--- src/rtl/eil4_pkg.sv ---
// eil4_pkg: shared constants, status codes and the frame snapshot type
// for the ethernet / ipv4 / l4 header parser. No dependencies.
package eil4_pkg;

  // capture limit, byte counter saturates here
  localparam logic [15:0] MAX_CAPTURE_BYTES = 16'd65535;

  // header constants
  localparam logic [6:0]  ETH_HDR_LEN    = 7'd14;
  localparam logic [15:0] ETHERTYPE_IPV4 = 16'h0800;
  localparam logic [5:0]  MIN_HDR_LEN    = 6'd20;
  localparam logic [7:0]  UDP_HDR_LEN    = 8'd8;
  localparam logic [7:0]  PROTO_TCP      = 8'd6;
  localparam logic [7:0]  PROTO_UDP      = 8'd17;

  // fixed byte positions within the frame
  localparam logic [15:0] POS_SRC_MAC   = 16'd6;
  localparam logic [15:0] POS_ETYPE     = 16'd12;
  localparam logic [15:0] POS_IHL       = 16'd14;
  localparam logic [15:0] POS_PROTO     = 16'd23;
  localparam logic [15:0] POS_ADDR_LO   = 16'd26;
  localparam logic [15:0] POS_ADDR_HI   = 16'd34;

  // offsets within the l4 header
  localparam logic [15:0] REL_LEN_LO    = 16'd4;
  localparam logic [15:0] REL_LEN_HI    = 16'd6;
  localparam logic [15:0] REL_TCP_OFF   = 16'd12;
  localparam logic [15:0] REL_TCP_FLAGS = 16'd13;

  // result status codes
  localparam logic [2:0] ST_SHORT     = 3'd0;
  localparam logic [2:0] ST_NOT_IPV4  = 3'd1;
  localparam logic [2:0] ST_BAD_IP    = 3'd2;
  localparam logic [2:0] ST_OTHER     = 3'd3;
  localparam logic [2:0] ST_BAD_TCP   = 3'd4;
  localparam logic [2:0] ST_TCP_OK    = 3'd5;
  localparam logic [2:0] ST_BAD_UDP   = 3'd6;
  localparam logic [2:0] ST_UDP_OK    = 3'd7;

  // per-frame latched state
  typedef struct packed {
    logic [15:0] byte_count;
    logic [47:0] mac_dest;
    logic [47:0] mac_src;
    logic [15:0] ether_type;
    logic [5:0]  ihl_bytes;
    logic [7:0]  proto;
    logic [63:0] ip_addrs;
    logic [63:0] l4_fields;
  } frame_state_t;

endpackage

--- src/rtl/eil4_ifs.sv ---
// eil4_ifs: valid/ready channel interfaces for the frame byte input and
// the parse result output. No dependencies.
interface eil4_byte_if;
  logic       valid;
  logic       ready;
  logic [7:0] data_byte;
  logic       last_byte;

  modport source (output valid, output data_byte, output last_byte, input ready);
  modport sink   (input valid, input data_byte, input last_byte, output ready);
endinterface

interface eil4_result_if;
  logic        valid;
  logic        ready;
  logic [2:0]  status;
  logic [47:0] dst_mac;
  logic [47:0] source_mac;
  logic [15:0] ether_type;
  logic [31:0] src_addr;
  logic [31:0] dst_addr;
  logic [7:0]  ip_proto;
  logic [5:0]  ip_hdr_bytes;
  logic [31:0] port_pair;
  logic [7:0]  tcp_flag_bits;
  logic [15:0] l4_length;
  logic [15:0] payload_bytes;

  modport source (output valid, output status, output dst_mac, output source_mac,
                  output ether_type, output src_addr, output dst_addr, output ip_proto,
                  output ip_hdr_bytes, output port_pair, output tcp_flag_bits,
                  output l4_length, output payload_bytes, input ready);
  modport sink   (input valid, input status, input dst_mac, input source_mac,
                  input ether_type, input src_addr, input dst_addr, input ip_proto,
                  input ip_hdr_bytes, input port_pair, input tcp_flag_bits,
                  input l4_length, input payload_bytes, output ready);
endinterface

--- src/rtl/ethernet_ipv4_l4_header_parser.sv ---
// ethernet_ipv4_l4_header_parser: top level, field latch then classifier.
// Throughput: one frame byte per cycle, sustained under no backpressure.
// Two register stages lie between the edge that takes the marked last byte
// and a valid result (snapshot register, then result register).
// Reset (rst, synchronous, active high) clears the frame state and empties
// both stages. Depends on eil4_pkg, eil4_ifs, eil4_field_latch, eil4_classify.
module ethernet_ipv4_l4_header_parser (
  input  logic          clk,
  input  logic          rst,
  eil4_byte_if.sink     frame,
  eil4_result_if.source result
);

  eil4_pkg::frame_state_t snap;
  logic                   snap_valid;
  logic                   snap_ready;

  // byte counting and field capture
  eil4_field_latch u_latch (
    .clk        (clk),
    .rst        (rst),
    .frame      (frame),
    .snap       (snap),
    .snap_valid (snap_valid),
    .snap_ready (snap_ready)
  );

  // status decision and result register
  eil4_classify u_classify (
    .clk        (clk),
    .rst        (rst),
    .snap       (snap),
    .snap_valid (snap_valid),
    .snap_ready (snap_ready),
    .result     (result)
  );

endmodule

--- src/rtl/eil4_field_latch.sv ---
// eil4_field_latch: byte counter and header field latches; hands the
// finished frame state to the classifier. Depends on eil4_pkg, eil4_ifs.
module eil4_field_latch (
  input  logic                   clk,
  input  logic                   rst,
  eil4_byte_if.sink              frame,
  output eil4_pkg::frame_state_t snap,
  output logic                   snap_valid,
  input  logic                   snap_ready
);

  eil4_pkg::frame_state_t st;
  eil4_pkg::frame_state_t st_next;
  logic                   accept;
  logic [15:0]            pos;
  logic [7:0]             b;
  logic [6:0]             l4off;
  logic [15:0]            rel;

  assign frame.ready = !snap_valid || snap_ready;
  assign accept      = frame.valid && frame.ready;
  assign pos         = st.byte_count;
  assign b           = frame.data_byte;

  // field latch for the current byte position
  always_comb begin
    st_next = st;
    l4off   = 7'd0;
    rel     = 16'd0;
    if (pos < eil4_pkg::MAX_CAPTURE_BYTES) begin
      st_next.byte_count = pos + 16'd1;
      if (pos < eil4_pkg::POS_SRC_MAC) begin
        st_next.mac_dest = {st.mac_dest[39:0], b};
      end else if (pos < eil4_pkg::POS_ETYPE) begin
        st_next.mac_src = {st.mac_src[39:0], b};
      end else if (pos < eil4_pkg::POS_IHL) begin
        st_next.ether_type = {st.ether_type[7:0], b};
      end else if (pos == eil4_pkg::POS_IHL) begin
        st_next.ihl_bytes = {b[3:0], 2'b00};
      end else if (pos == eil4_pkg::POS_PROTO) begin
        st_next.proto = b;
      end else if (pos >= eil4_pkg::POS_ADDR_LO && pos < eil4_pkg::POS_ADDR_HI) begin
        st_next.ip_addrs = {st.ip_addrs[55:0], b};
      end
      // l4 header bytes, only with a sane ip header length
      l4off = eil4_pkg::ETH_HDR_LEN + {1'b0, st_next.ihl_bytes};
      rel   = pos - {9'd0, l4off};
      if (st_next.ihl_bytes >= eil4_pkg::MIN_HDR_LEN && pos >= {9'd0, l4off}) begin
        if (rel < eil4_pkg::REL_LEN_LO) begin
          st_next.l4_fields[63:32] = {st.l4_fields[55:32], b};
        end else if (rel < eil4_pkg::REL_LEN_HI) begin
          st_next.l4_fields[15:0] = {st.l4_fields[7:0], b};
        end else if (rel == eil4_pkg::REL_TCP_OFF) begin
          st_next.l4_fields[31:24] = b;
        end else if (rel == eil4_pkg::REL_TCP_FLAGS) begin
          st_next.l4_fields[23:16] = b;
        end
      end
    end
  end

  // frame state, cleared after the marked byte
  always_ff @(posedge clk) begin
    if (rst) begin
      st <= '0;
    end else if (accept) begin
      if (frame.last_byte) begin
        st <= '0;
      end else begin
        st <= st_next;
      end
    end
  end

  // snapshot handoff to the classifier
  always_ff @(posedge clk) begin
    if (rst) begin
      snap_valid <= 1'b0;
    end else if (accept && frame.last_byte) begin
      snap_valid <= 1'b1;
    end else if (snap_ready) begin
      snap_valid <= 1'b0;
    end
  end

  always_ff @(posedge clk) begin
    if (accept && frame.last_byte) begin
      snap <= st_next;
    end
  end

endmodule

--- src/rtl/eil4_classify.sv ---
// eil4_classify: status decision, field gating and payload length into
// the result register. Depends on eil4_pkg, eil4_ifs.
module eil4_classify (
  input  logic                   clk,
  input  logic                   rst,
  input  eil4_pkg::frame_state_t snap,
  input  logic                   snap_valid,
  output logic                   snap_ready,
  eil4_result_if.source          result
);

  logic [15:0] cap;
  logic [6:0]  l4off;
  logic [5:0]  tcplen;
  logic [7:0]  tcp_end;
  logic [7:0]  udp_end;
  logic [7:0]  tcp_min_end;
  logic [2:0]  status;
  logic [31:0] ports;
  logic [7:0]  flags;
  logic [15:0] l4len;
  logic [15:0] payload;
  logic        load;

  assign snap_ready = !result.valid || result.ready;
  assign load       = snap_valid && snap_ready;

  assign cap         = snap.byte_count;
  assign l4off       = eil4_pkg::ETH_HDR_LEN + {1'b0, snap.ihl_bytes};
  assign tcplen      = {snap.l4_fields[31:28], 2'b00};
  assign tcp_end     = {1'b0, l4off} + {2'b00, tcplen};
  assign tcp_min_end = {1'b0, l4off} + {2'b00, eil4_pkg::MIN_HDR_LEN};
  assign udp_end     = {1'b0, l4off} + eil4_pkg::UDP_HDR_LEN;

  // parse status and l4 results
  always_comb begin
    ports   = 32'd0;
    flags   = 8'd0;
    l4len   = 16'd0;
    payload = 16'd0;
    if (cap < {9'd0, eil4_pkg::ETH_HDR_LEN}) begin
      status = eil4_pkg::ST_SHORT;
    end else if (snap.ether_type != eil4_pkg::ETHERTYPE_IPV4) begin
      status = eil4_pkg::ST_NOT_IPV4;
    end else if (cap < {8'd0, tcp_min_end} && snap.ihl_bytes == 6'd0) begin
      status = eil4_pkg::ST_BAD_IP;
    end else if (cap < 16'd34 || snap.ihl_bytes < eil4_pkg::MIN_HDR_LEN ||
                 cap < {9'd0, l4off}) begin
      status = eil4_pkg::ST_BAD_IP;
    end else if (snap.proto == eil4_pkg::PROTO_TCP) begin
      if (cap < {8'd0, tcp_min_end} || tcplen < eil4_pkg::MIN_HDR_LEN ||
          cap < {8'd0, tcp_end}) begin
        status = eil4_pkg::ST_BAD_TCP;
      end else begin
        status  = eil4_pkg::ST_TCP_OK;
        ports   = snap.l4_fields[63:32];
        flags   = snap.l4_fields[23:16];
        l4len   = {10'd0, tcplen};
        payload = cap - {8'd0, tcp_end};
      end
    end else if (snap.proto == eil4_pkg::PROTO_UDP) begin
      if (cap < {8'd0, udp_end}) begin
        status = eil4_pkg::ST_BAD_UDP;
      end else begin
        status  = eil4_pkg::ST_UDP_OK;
        ports   = snap.l4_fields[63:32];
        l4len   = snap.l4_fields[15:0];
        payload = cap - {8'd0, udp_end};
      end
    end else begin
      status = eil4_pkg::ST_OTHER;
    end
  end

  // result valid
  always_ff @(posedge clk) begin
    if (rst) begin
      result.valid <= 1'b0;
    end else if (load) begin
      result.valid <= 1'b1;
    end else if (result.ready) begin
      result.valid <= 1'b0;
    end
  end

  // result payload, fields zeroed where parsing did not reach them
  always_ff @(posedge clk) begin
    if (load) begin
      result.status        <= status;
      result.dst_mac       <= (status != eil4_pkg::ST_SHORT) ? snap.mac_dest : 48'd0;
      result.source_mac    <= (status != eil4_pkg::ST_SHORT) ? snap.mac_src : 48'd0;
      result.ether_type    <= (status != eil4_pkg::ST_SHORT) ? snap.ether_type : 16'd0;
      result.src_addr      <= (status >= eil4_pkg::ST_OTHER) ? snap.ip_addrs[63:32] : 32'd0;
      result.dst_addr      <= (status >= eil4_pkg::ST_OTHER) ? snap.ip_addrs[31:0] : 32'd0;
      result.ip_proto      <= (status >= eil4_pkg::ST_OTHER) ? snap.proto : 8'd0;
      result.ip_hdr_bytes  <= (status >= eil4_pkg::ST_OTHER) ? snap.ihl_bytes : 6'd0;
      result.port_pair     <= ports;
      result.tcp_flag_bits <= flags;
      result.l4_length     <= l4len;
      result.payload_bytes <= payload;
    end
  end

endmodule

--- src/flat_wrapper.sv ---
// flat-port wrapper written by rule: the top's interface ports become plain ports
module ethernet_ipv4_l4_header_parser_flat 
  (clk, rst, frame_valid, frame_data_byte, frame_last_byte, frame_ready, result_valid, result_status, result_dst_mac, result_source_mac, result_ether_type, result_src_addr, result_dst_addr, result_ip_proto, result_ip_hdr_bytes, result_port_pair, result_tcp_flag_bits, result_l4_length, result_payload_bytes, result_ready);
  eil4_byte_if frame_i ();
  eil4_result_if result_i ();
  input  logic clk;
  input  logic rst;
  input wire logic [$bits(frame_i.valid)-1:0] frame_valid;
  input wire logic [$bits(frame_i.data_byte)-1:0] frame_data_byte;
  input wire logic [$bits(frame_i.last_byte)-1:0] frame_last_byte;
  output wire logic [$bits(frame_i.ready)-1:0] frame_ready;
  output wire logic [$bits(result_i.valid)-1:0] result_valid;
  output wire logic [$bits(result_i.status)-1:0] result_status;
  output wire logic [$bits(result_i.dst_mac)-1:0] result_dst_mac;
  output wire logic [$bits(result_i.source_mac)-1:0] result_source_mac;
  output wire logic [$bits(result_i.ether_type)-1:0] result_ether_type;
  output wire logic [$bits(result_i.src_addr)-1:0] result_src_addr;
  output wire logic [$bits(result_i.dst_addr)-1:0] result_dst_addr;
  output wire logic [$bits(result_i.ip_proto)-1:0] result_ip_proto;
  output wire logic [$bits(result_i.ip_hdr_bytes)-1:0] result_ip_hdr_bytes;
  output wire logic [$bits(result_i.port_pair)-1:0] result_port_pair;
  output wire logic [$bits(result_i.tcp_flag_bits)-1:0] result_tcp_flag_bits;
  output wire logic [$bits(result_i.l4_length)-1:0] result_l4_length;
  output wire logic [$bits(result_i.payload_bytes)-1:0] result_payload_bytes;
  input wire logic [$bits(result_i.ready)-1:0] result_ready;
  assign frame_i.valid = frame_valid;
  assign frame_i.data_byte = frame_data_byte;
  assign frame_i.last_byte = frame_last_byte;
  assign frame_ready = frame_i.ready;
  assign result_valid = result_i.valid;
  assign result_status = result_i.status;
  assign result_dst_mac = result_i.dst_mac;
  assign result_source_mac = result_i.source_mac;
  assign result_ether_type = result_i.ether_type;
  assign result_src_addr = result_i.src_addr;
  assign result_dst_addr = result_i.dst_addr;
  assign result_ip_proto = result_i.ip_proto;
  assign result_ip_hdr_bytes = result_i.ip_hdr_bytes;
  assign result_port_pair = result_i.port_pair;
  assign result_tcp_flag_bits = result_i.tcp_flag_bits;
  assign result_l4_length = result_i.l4_length;
  assign result_payload_bytes = result_i.payload_bytes;
  assign result_i.ready = result_ready;
  ethernet_ipv4_l4_header_parser u_core (.clk(clk), .rst(rst), .frame(frame_i), .result(result_i));
endmodule
--- config.mk ---
export PLATFORM = sky130hd
export DESIGN_NAME = ethernet_ipv4_l4_header_parser_flat
export DESIGN_NICKNAME = d
export VERILOG_FILES = /design/src/rtl/eil4_pkg.sv /design/src/rtl/eil4_ifs.sv /design/src/rtl/ethernet_ipv4_l4_header_parser.sv /design/src/rtl/eil4_field_latch.sv /design/src/rtl/eil4_classify.sv /design/src/flat_wrapper.sv
export SDC_FILE = /design/constraint.sdc
export NUM_CORES = 1
export LEC_CHECK = 0
export BUFFER_PORTS_ARGS = -buffer_cell sky130_fd_sc_hd__buf_2
export CAP_MARGIN = 20
export CORE_ASPECT_RATIO = 0.5
export CORE_MARGIN = 2
export CORE_UTILIZATION = 39
export DETAILED_ROUTE_END_ITERATION = 16
export PLACE_DENSITY = 0.53
export SLEW_MARGIN = 20
export SYNTH_ARGS = -nofsm -noshare
export SYNTH_HDL_FRONTEND = slang
export SYNTH_HIERARCHICAL = 1
export SYNTH_SLANG_ARGS = --single-unit
--- constraint.sdc ---
create_clock -name clk -period 18.4 [get_ports clk]
set_input_delay 1.84 -clock clk [delete_from_list [all_inputs] [get_ports clk]]
set_output_delay 1.84 -clock clk [all_outputs]
set_load 0.02 [all_outputs]
==> out/metrics.csv <==
metric;value;unit
netlist_area;32500;sq um
worstHoldPathType;reg -> reg;
synthCells;2378;
reg2reg_slack;12480;ps
cts_htree_levels;3;
cts_buffers;75;
io_buffers;279;
fp.dieW;412;um
num_vias;19468;
powerDensity;98.6;nW/um^2
antenna_found_initial;3;
p_leak;13.8;nW
routed-wl-met3;3.12;mm
yosysWarningCount;6;
ff2ff_path_depth;16;
multi_input_area;10400;sq um
drt_first_pass_iters;5;
outcome;complete, no violations;
pwr-share-clk;0.421;
drv_slew;0;
hold_violations;0;
cts_tree;yes;
synth_nets;2430;
final.min_clock_period;5920;ps
wl_met1;36.7;mm
slew-limit-headroom;0.182;
wl_per_cell;20.7;um
vdd_drop_max;0.0000776;V
swShare;0.232;
setup_violations;0;
drc;0;
fill_cells;7484;
io-pin-count;280;
dieArea;85700;sq um
grt_setup_unrepaired;false;
cpMaxStageDelayCell;or4_4;
clock_path_buffers;3;
nets;2647;
endpoint;u_core/u_latch/st[35];
reg2reg_from;u_core/u_latch/pos[8];
cp_slowest_stage_delay;880;ps
tightest_slew;1230;ps
syn2layout_area_growth;14.5;%
route.met2.wl;36.8;mm
worst_path_most_repeated_cell;nand2_1;
clk_latency;680;ps
clock-root-buffer;clkbuf_16;
drtIter0Drc;1521;
worst-setup-path-type;reg -> reg;
routed_wl;78.0;mm
setup_ws;12480;ps
start_util;0.396;
startpoint;u_core/u_latch/pos[8];
grt_pass1_wl;117;mm
drive_gt1_frac;0.263;
gp_congestion;0.816;
r2r-end;u_core/u_latch/st[35];
grt_usage;0.178;
p_total;3.66;mW
fin_skew;41.6;ps
cap_violations;0;
cp_max_fo;33;
final_core_utilization;0.453;
final_area;37200;sq um
clkTransAtPathRegs;70;ps
p_int;2.81;mW
fin_crit_sh;0.322;
grt_start_max_net_pins;197;
seq_area;21300;sq um
die_height;208;um
grt-ovfl-total;0;
cts_resized;0;
p_sw;851;uW
seq_power_share;0.536;
cts_sinks;799;
path_cells;nor4_1, nand2_1, nor3_1, nand2_1, o21ai_0, nand2_1, a21boi_0, ha_1, a21oi_1, a21oi_1, or4_4, a21oi_2, o211ai_4, or4_4, nor2_8, a22o_1;
post_cts_buffers;0;
critPathRequiredTime;19000;ps
postRouteAntennaNets;0;
power_frac_comb;0.043;
place_hpwl;48.1;mm
critPathCaptureType;flop;
setup_tns;0;ps
placed_area;34700;sq um
arrival;6520;ps
placementRows;74;
critPathLaunchType;flop;
highest_layer;met4;
avgSynthCellArea;13.7;sq um
dp_worst_setup_slack;12120;ps
grt_pass1_vias;18753;
vias_per_cell;5.18;
fmax;169;MHz
cts_hold_buf;0;
core_area;82000;sq um
-- final cells by class --
type | count | area share
Antenna cell | 1 | 0.0000673
Tap cell | 1102 | 0.0371
Inverter | 30 | 0.00323
Multi-Input combinational cell | 1393 | 0.279
Clock buffer | 95 | 0.0544
Timing Repair Buffer | 296 | 0.0418
Clock inverter | 45 | 0.0107
Sequential cell | 799 | 0.573
-- metrics by stage --
step | cells | hold slack (ps)
2_1_floorplan | 2378 | 428
3_3_place_gp | 3620 | 456
3_5_place_dp | 3620 | 454
4_1_cts | 3760 | 468
5_1_grt | 3760 | 490
6_report | 3761 | 464
-- power groups by stage --
stage	combinational [mW]	clock (mW)	sequential (mW)
after floorplan	0.0830	0	2.03
after global placement	0.157	0	2.00
after detailed placement	0.158	0	2.00
after CTS	0.159	1.59	1.96
after global routing	0.170	1.66	1.97
final	0.157	1.54	1.96
-- cell usage in the layout (no fill, tap or decap), drive strengths merged, types with 4 or more instances in the layout --
cell type  count
nor2         257
nor3          11
o211ai         4
or3           12
nand2         35
o22ai          5
dfxtp        268
xnor2         24
nand2b         9
and3          16
or4            9
ha            36
o21ai         35
clkbuf        95
a21o           6
nand3         15
a22oi        201
nor2b        122
o2bb2ai        4
a22o          70
and2         129
nor4          13
a211oi         5
mux2i          7
edfxtp       531
o21a           7
clkinv        33
xor2          12
inv           39
a31oi          4
a21oi         39
nand4          7
buf          296
mux2         249
nand3b         5
-- per-layer routing --
metal	track usage	up-vias
met5	0	-
met4	0.0410	0
met3	0.0362	95
met2	0.279	357
met1	0.253	9764
li1	-	9252
-- worst min-delay path by stage --
| stage | startpoint | to | slack (ps) | cells after the start |
|---|---|---|---|---|
| detailed placement | u_core/u_latch/st[13] | u_core/u_latch/st[13] | 450 | 1 |
| finish | u_core/u_latch/snap_valid | u_core/u_classify/result.valid | 460 | 2 |
| CTS | u_core/u_latch/snap_valid | u_core/u_classify/result.valid | 470 | 2 |
| floorplan | u_core/u_latch/snap_valid | u_core/u_classify/result.valid | 430 | 2 |
| global route | u_core/u_latch/st[13] | u_core/u_latch/st[13] | 490 | 1 |
| global placement | u_core/u_latch/snap_valid | u_core/u_classify/result.valid | 460 | 2 |
-- sequential cells by signal, summed over array words and instances, names as in the netlist --
register	cells
u_core/u_latch/snap_valid	1
u_core/u_classify/result.source_mac	48
u_core/u_classify/result.ip_hdr_bytes	6
u_core/u_classify/result.ip_proto	8
u_core/u_latch/pos	16
u_core/u_classify/result.ether_type	16
u_core/u_classify/result.dst_mac	48
u_core/u_classify/result.tcp_flag_bits	8
u_core/u_classify/result.port_pair	32
u_core/u_classify/result.valid	1
u_core/u_latch/snap	266
u_core/u_classify/result.l4_length	16
u_core/u_classify/result.payload_bytes	16
u_core/u_classify/result.dst_addr	32
u_core/u_latch/st	250
u_core/u_classify/result.src_addr	32
u_core/u_classify/result.status	3
-- worst max-delay path, delay by kind of cell (launching register included) --
kind | cells | cell delay, ps
AOI/OAI and AO/OA | 7 | 1680
adders and majority gates | 1 | 390
DFF | 1 | 410
and+or+nand+nor | 8 | 3360
(Power assumes the default switching activity.)
